$ cat src/hw/rtl/sci_pkg.sv
// Shared types, widths and arithmetic steps of the segment/circle crossing unit.
`timescale 1ns / 1ps

package sci_pkg;

  localparam int COORD_BITS = 16;
  localparam int FRAC_BITS  = 16;
  localparam int RAD_BITS   = 10;

  // Derived widths
  localparam int R2_W     = 2 * RAD_BITS;
  localparam int DIFF_W   = COORD_BITS + 1;
  localparam int SQ_W     = 2 * DIFF_W;
  localparam int L2_W     = 2 * COORD_BITS + 1;
  localparam int DOT_W    = SQ_W + 1;
  localparam int XMAG_W   = COORD_BITS + 11;
  localparam int XSQ_W    = 2 * XMAG_W;
  localparam int DS_W     = XSQ_W + 1;
  localparam int DISC_W   = R2_W + L2_W;
  localparam int G_W      = (DISC_W + 2 * FRAC_BITS + 1) / 2;
  localparam int SQ_REM_W = G_W + 3;
  localparam int TOL_W    = (L2_W + 1) / 2;
  localparam int TREM_W   = TOL_W + 3;
  localparam int QW       = COORD_BITS + 2;
  localparam int N_W      = L2_W + FRAC_BITS + 1;
  localparam int NS_W     = DOT_W + FRAC_BITS + 2;
  localparam int DREM_W   = L2_W + 1;
  localparam int PR_W     = QW + 1 + DIFF_W;
  localparam int CW       = PR_W + 2;

  localparam logic [COORD_BITS-1:0] COORD_MAX = '1;

  typedef struct packed {
    logic [COORD_BITS-1:0] start_x;
    logic [COORD_BITS-1:0] start_y;
    logic [COORD_BITS-1:0] end_x;
    logic [COORD_BITS-1:0] end_y;
    logic [COORD_BITS-1:0] center_x;
    logic [COORD_BITS-1:0] center_y;
  } in_t;

  typedef struct packed {
    logic                  hit;
    logic                  first_valid;
    logic [COORD_BITS-1:0] first_x;
    logic [COORD_BITS-1:0] first_y;
    logic                  second_valid;
    logic [COORD_BITS-1:0] second_x;
    logic [COORD_BITS-1:0] second_y;
  } out_t;

  // Front end result: discriminant and segment terms
  typedef struct packed {
    logic                     hit;
    logic [DISC_W-1:0]        disc;
    logic [L2_W-1:0]          l2;
    logic signed [DOT_W-1:0]  dot;
    logic [COORD_BITS-1:0]    sx;
    logic [COORD_BITS-1:0]    sy;
    logic signed [DIFF_W-1:0] dx;
    logic signed [DIFF_W-1:0] dy;
  } prep_t;

  // Square root result
  typedef struct packed {
    logic                     hit;
    logic [G_W-1:0]           g;
    logic [TOL_W-1:0]         tol;
    logic [L2_W-1:0]          l2;
    logic signed [DOT_W-1:0]  dot;
    logic [COORD_BITS-1:0]    sx;
    logic [COORD_BITS-1:0]    sy;
    logic signed [DIFF_W-1:0] dx;
    logic signed [DIFF_W-1:0] dy;
  } root_t;

  // Segment parameters of both crossings
  typedef struct packed {
    logic                     hit;
    logic                     first_valid;
    logic                     second_valid;
    logic [QW-1:0]            u1;
    logic [QW-1:0]            u2;
    logic [COORD_BITS-1:0]    sx;
    logic [COORD_BITS-1:0]    sy;
    logic signed [DIFF_W-1:0] dx;
    logic signed [DIFF_W-1:0] dy;
  } quo_t;

  typedef struct packed {
    logic [SQ_REM_W-1:0] rem;
    logic [G_W-1:0]      root;
  } sq_step_t;

  typedef struct packed {
    logic [DREM_W-1:0] rem;
    logic              qbit;
  } div_step_t;

  // One digit of a restoring square root: bring down two radicand bits
  function automatic sq_step_t sqrt_step(input logic [SQ_REM_W-1:0] rem,
                                         input logic [G_W-1:0] root,
                                         input logic [1:0] pair);
    logic [SQ_REM_W-1:0] cur;
    logic [SQ_REM_W-1:0] trial;
    sq_step_t            res;
    cur   = {rem[SQ_REM_W-3:0], pair};
    trial = {1'b0, root, 2'b01};
    if (cur >= trial) begin
      res.rem  = cur - trial;
      res.root = {root[G_W-2:0], 1'b1};
    end else begin
      res.rem  = cur;
      res.root = {root[G_W-2:0], 1'b0};
    end
    return res;
  endfunction

  // One bit of a restoring division: bring down one dividend bit
  function automatic div_step_t div_step(input logic [DREM_W-1:0] rem,
                                         input logic [L2_W-1:0] dsr,
                                         input logic din);
    logic [DREM_W-1:0] cur;
    div_step_t         res;
    cur = {rem[DREM_W-2:0], din};
    if (cur >= {1'b0, dsr}) begin
      res.rem  = cur - {1'b0, dsr};
      res.qbit = 1'b1;
    end else begin
      res.rem  = cur;
      res.qbit = 1'b0;
    end
    return res;
  endfunction

endpackage

$ cat src/hw/rtl/sci_post.sv
// Back end: crossing coordinates from segment parameters, clamping, result register.
`timescale 1ns / 1ps

module sci_post (
  input  logic             clk_i,
  input  logic             rst_ni,
  input  logic             valid_i,
  output logic             ready_o,
  input  sci_pkg::quo_t    data_i,
  output logic             valid_o,
  input  logic             ready_i,
  output sci_pkg::out_t    data_o
);
  import sci_pkg::*;

  localparam int NST = 2;

  typedef struct packed {
    logic                   hit;
    logic                   v1;
    logic                   v2;
    logic signed [PR_W-1:0] p1x;
    logic signed [PR_W-1:0] p1y;
    logic signed [PR_W-1:0] p2x;
    logic signed [PR_W-1:0] p2y;
    logic [COORD_BITS-1:0]  sx;
    logic [COORD_BITS-1:0]  sy;
  } mul_t;

  logic [NST-1:0] vld_q;
  logic [NST-1:0] vin;
  logic [NST-1:0] en;
  logic [NST:0]   rdy;

  mul_t x_q;
  out_t res_q;

  // Start point in Q.F plus offset, truncated and clamped to the grid
  function automatic logic [COORD_BITS-1:0] to_coord(input logic [COORD_BITS-1:0] base,
                                                     input logic signed [PR_W-1:0] off);
    logic signed [CW-1:0]  c;
    logic [COORD_BITS-1:0] r;
    c = $signed(CW'({base, {FRAC_BITS{1'b0}}})) + CW'(off);
    if (c[CW-1]) begin
      r = '0;
    end else if (|c[CW-2:COORD_BITS+FRAC_BITS]) begin
      r = COORD_MAX;
    end else begin
      r = c[COORD_BITS+FRAC_BITS-1:FRAC_BITS];
    end
    return r;
  endfunction

  always_comb begin
    rdy[NST] = ready_i;
    for (int k = NST - 1; k >= 0; k--) begin
      rdy[k] = !vld_q[k] || rdy[k+1];
    end
  end

  assign vin = {vld_q[NST-2:0], valid_i};
  assign en  = vin & rdy[NST-1:0];

  always_ff @(posedge clk_i or negedge rst_ni) begin
    if (!rst_ni) begin
      vld_q <= '0;
    end else begin
      for (int k = 0; k < NST; k++) begin
        if (rdy[k]) begin
          vld_q[k] <= vin[k];
        end
      end
    end
  end

  always_ff @(posedge clk_i) begin
    // Scale the direction by each parameter
    if (en[0]) begin
      x_q.hit <= data_i.hit;
      x_q.v1  <= data_i.first_valid;
      x_q.v2  <= data_i.second_valid;
      x_q.p1x <= PR_W'($signed({1'b0, data_i.u1})) * PR_W'($signed(data_i.dx));
      x_q.p1y <= PR_W'($signed({1'b0, data_i.u1})) * PR_W'($signed(data_i.dy));
      x_q.p2x <= PR_W'($signed({1'b0, data_i.u2})) * PR_W'($signed(data_i.dx));
      x_q.p2y <= PR_W'($signed({1'b0, data_i.u2})) * PR_W'($signed(data_i.dy));
      x_q.sx  <= data_i.sx;
      x_q.sy  <= data_i.sy;
    end
    // Form the result; absent crossings read all ones
    if (en[1]) begin
      res_q.hit          <= x_q.hit;
      res_q.first_valid  <= x_q.v1;
      res_q.first_x      <= x_q.v1 ? to_coord(x_q.sx, x_q.p1x) : COORD_MAX;
      res_q.first_y      <= x_q.v1 ? to_coord(x_q.sy, x_q.p1y) : COORD_MAX;
      res_q.second_valid <= x_q.v2;
      res_q.second_x     <= x_q.v2 ? to_coord(x_q.sx, x_q.p2x) : COORD_MAX;
      res_q.second_y     <= x_q.v2 ? to_coord(x_q.sy, x_q.p2y) : COORD_MAX;
    end
  end

  assign ready_o = rdy[0];
  assign valid_o = vld_q[NST-1];
  assign data_o  = res_q;

endmodule

$ cat config.mk
export PLATFORM = sky130hd
export DESIGN_NAME = sci_post
export DESIGN_NICKNAME = d
export VERILOG_FILES = /design/src/hw/rtl/sci_pkg.sv /design/src/hw/rtl/sci_post.sv
export SDC_FILE = /design/constraint.sdc
export NUM_CORES = 2
export LEC_CHECK = 0
export BUFFER_PORTS_ARGS = -buffer_cell sky130_fd_sc_hd__buf_2
export CORE_MARGIN = 2
export CORE_UTILIZATION = 29
export DETAILED_ROUTE_END_ITERATION = 10
export PLACE_DENSITY = 0.46
export SKIP_CTS_REPAIR_TIMING = 1
export SYNTH_ARGS = -nofsm -noshare
export SYNTH_HDL_FRONTEND = slang
export SYNTH_SLANG_ARGS = --single-unit
$ cat constraint.sdc
create_clock -name clk_i -period 3.38 [get_ports clk_i]
set_clock_uncertainty 0.1 [all_clocks]
set_input_delay 0 -clock clk_i [delete_from_list [all_inputs] [get_ports clk_i]]
set_output_delay 0 -clock clk_i [all_outputs]
set_load 0.02 [all_outputs]
After elaboration in Yosys (flattened, before gate mapping)
Index checks and enable logic that the tools add are counted.
{"block": "word_totals", "output_inout_bits": 69, "in_bits": 109, "wordCells": 43, "reg_bits": 248}
{"block": "op_classes", "muxes": 8, "reduce_logical": 8, "n_mul": 4, "bitwise": 1, "add_sub_neg": 4}
{"operator": "$add 33x36->37", "count": 4}
{"operator": "$mul 19x17->36", "count": 4}
{"operator": "$mux 16", "count": 8}
{"operator": "$reduce_or 5->1", "count": 4}
{"operator": "$and 2x2->2", "count": 1}
{"operator": "$logic_not 1->1", "count": 2}
{"operator": "$logic_or 1x1->1", "count": 2}

Depth between registers and ports, before layout
{"block": "depth", "ltp_word": 4, "depth_mapped": 25, "mapped_depth_nobuf": 23}

Least setup slack after synthesis
No wires, ideal clock.
{"block": "synth_timing", "path_type": "input -> register", "startpoint": "in data_i[8] (netlist name)", "endpoint": "reg x_q[67] (netlist name) (data pin)", "arrival_time_ns": 5.671, "required_ns": 3.020, "slack_ns": -2.651, "cell_stages": 22, "setup_ns": 0.260, "n_path_buf": 2, "cell_sequence": "clkbuf_1 -> clkbuf_1 -> nand2_1 -> fa_1 -> inv_1 -> fa_1 -> fa_1 -> fa_1 -> fa_1 -> inv_1 -> fa_1 -> inv_1 -> ha_1 -> a21o_1 -> a211o_1 -> o32ai_1 -> a21oi_1 -> nand2_1 -> o21ai_0 -> a2111oi_0 -> o21bai_1 -> xnor2_1"}
{"block": "synth_between", "elab_chain_cells": 1}
{"item": "start, declared", "line_no": "sci_post.sv:9", "rtl": "input sci_pkg::quo_t data_i,"}
{"item": "$mul 19x17->36", "line_no": "sci_post.sv:85", "rtl": "x_q.p2y <= PR_W'($signed({1'b0, data_i.u2})) * PR_W'($signed(data_i.dy));"}
{"item": "end, declared", "line_no": "sci_post.sv:35", "rtl": "mul_t x_q;"}
Every way passes these cells.
A chain may end at the register's enable or synchronous reset.

Final worst setup path
{"block": "layout_timing", "startpoint": "in data_i[87] (netlist name)", "endpoint": "reg x_q[172] (netlist name) (data pin)"}
{"block": "layout_between", "elab_chain_cells": 1}
{"item": "$mul 19x17->36", "line_no": "sci_post.sv:82", "rtl": "x_q.p1x <= PR_W'($signed({1'b0, data_i.u1})) * PR_W'($signed(data_i.dx));"}
Every way passes these cells.

==> metrics.yaml <==
sta:
  tightest_slew_ps: 1030
  maxSlewHeadroom: 0.317
  setup_slack_ps: -2140
  finalCriticalPeriod_ps: 5520
  finalCritPeriodShare: 1.63
  rsz0062_at_grt: "yes"
  finalHoldViolCount: 0
  finalSetupViolations: 84
  fin_hold_ws_ps: 83.7
  maxSlewViolCount: 0
  max_freq_ghz: 0.181
routing:
  drtAntennaViolNets: 0
  wl_met1_um: 65800
  routedWlPerCell_um: 17.6
  viasPerCell: 4.41
  wl_met2_um: 67600
  dr.pass1.iters: 5
  top_layer_used: "met5"
  wirelength_um: 142000
  drt-initial-drc-count: 1455
  vias: 35600
  route.met3.wl_um: 5300
  drc: 0
die:
  rows: 149
  die_y_um: 412
  die-width_um: 412
  coreArea_um2: 165000
  die_area_um2: 170000
  start_util: 0.293
  pin_count: 178
final_layout:
  fin_cells: 8067
  nFillCells: 16700
  drive_gt1_frac: 0.223
  syn_to_final_growth_pct: 26.7
  nNetsFinal: 7497
  fin_area_um2: 61300
logic_synthesis:
  synth_area_per_cell_um2: 9.44
  synth_top_cell_by_area: "fa_1"
  synth_seq_area_share: 0.114
  yosys_warnings: 0
  synthTopCellsByCount: "inv_1, fa_1, nand2_1"
  synth_ff_type: "edfxtp_1"
  synthDistinctLibCells: 73
  synth_cells: 5127
  synth_top_area_share: 0.396
  yosysMostFrequentCell: "inv_1"
  synth_enable_flop_cells: 182
  synth.ff_latch_count: 184
  async_reset_ff_frac: 0.0109
  syn-cell-area_um2: 48400
  syn_nets: 6760
  synth_area_leaders: "fa_1, ha_1, edfxtp_1, inv_1, and2_1"
placed_design:
  dp_slack_ps: -2860
  hpwl_um: 121000
  port_buffers: 177
  dp.cells: 7912
  placed_area_um2: 57800
  gp_congestion: 0.825
flow_run:
  maxCapViolCount: 0
setup_path:
  start_kind: "input pin"
  rr_startpoint: "x_q[156]"
  cp_data_arrival_time_ps: 5670
  reg2reg_slack_ps: -20
  path_max_fanout: 4
  crit_required_ps: 3530
  r2r_end: "data_o[64]"
  setup.worst_path.class: "in2reg"
  end_kind: "flop"
  worstRegToRegCells: 14
global_routing:
  grt_first_pass_wirelength_um: 222000
  antenna_found_initial: 7
  grt_pass1_vias: 38700
  grt_usage: 0.169
  gr-total-overflow: 0
  grt_max_degree: 68
clock_network:
  cts_inserted_buffers: 17
  clkTransAtPathRegs_ps: 80
  cts_tree: "built"
  cts_root_buf: "clkbuf_16"
  clk_latency_ps: 520
  clockBufferDepth: 2
  ctsHtreeMaxLevel: 4
  cts_sinks: 184
min_path:
  hp-class: "in2reg"
  hold_path_depth: 2
  worstHoldStart: "data_i[51]"
  whs_endpoint: "x_q[17]"
run_status:
  status: "complete, but fails checks"
  violations: "negative setup slack"
placed cells by master (no fill, tap or decap), types with 10 or more instances in the layout:
cell           Yosys  layout
inv_2              0      52
o21a_1            18      18
nand3_1           30      25
a21o_1            57      56
buf_4              1     602
o21ai_0           67      37
buf_2              5     123
a21oi_1          161     123
a21oi_2            1      32
fa_1             956     908
edfxtp_1         182     182
nor2_1           110      95
ha_1             568     531
xnor2_2            0      12
xor2_1            58      52
nand2_2            0      16
o21ai_1           10      21
nor3_1            15      14
nor2b_1           20      14
xnor2_1           82      68
and3_1            12      11
o21ai_2            1      13
and2_4             0      36
buf_12             0      97
fa_2               0      48
buf_8              0      13
ha_4               0      35
o21bai_1          10      10
dlygate4sd3_1      0      40
buf_6              1      61
clkbuf_16          0      28
and2_1           588     552
nand4_1           15      15
nand2_1          622     599
inv_1           1107    1054
nand2b_1          52      51
state kept, by name, indices dropped and copies added, names as in the netlist:
name	count
x_q	115
data_o	67
vld_q	2
cells by family after synthesis:
group                      after synthesis  synth area share
DFF                                    184             0.114
adders and majority gates             1524             0.542
and+or+nand+nor                       1493             0.155
muxes                                    4          0.000828
AOI/OAI and AO/OA                      436            0.0577
xor gates and xnor gates               140            0.0253
buffers and inverters                 1346             0.105
worst max-delay path, stage by stage:
cell,delay (ps)
buf_12,110
buf_6,120
and2_4,130
fa_1,520
inv_1,50
fa_1,510
inv_2,50
fa_1,510
fa_1,530
fa_1,570
inv_2,40
fa_1,510
inv_2,50
ha_4,210
a21o_1,160
a21o_1,150
a21o_1,180
a211oi_4,320
o31a_1,340
o22ai_4,150
o41ai_4,320
xnor2_1,130
through the flow:
| step | utilization | setup TNS [ps] |
|---|---|---|
| after global routing | 0.371 | -154070 |
| after detailed placement | 0.349 | -199090 |
| after CTS | 0.353 | -155710 |
| final | 0.371 | -139510 |
| after global placement | 0.349 | -198360 |
| after floorplan | - | -137750 |
metal layers:
layer	GRT usage	vias to the layer above
met5	0	-
met4	0.0335	10
met3	0.0278	122
met2	0.279	483
met1	0.231	17900
li1	-	17100
cell type report:
type                            instances  area [µm²]  area share
Sequential cell                       184        5520      0.0900
Inverter                             1108        4170      0.0680
Tap cell                             2189        2740      0.0447
Clock buffer                           19         433     0.00706
Antenna cell                            2        5.00   0.0000816
Clock inverter                         12         119     0.00194
Timing Repair Buffer                  956        8720       0.142
Multi-Input combinational cell       3597       39600       0.646
how the worst max path moves through the flow:
stage,endpoint,depth (start not counted),from,slack [ps]
floorplan,x_q[175],24,data_i[27],-2160
global placement,x_q[171],22,data_i[90],-2860
detailed placement,x_q[172],21,data_i[90],-2860
CTS,x_q[172],21,data_i[90],-2300
global route,x_q[172],22,data_i[87],-2280
finish,x_q[172],22,data_i[87],-2140
Power is not shown: default switching activity piles up to over one toggle a cycle in this logic, so the estimate is an artifact.
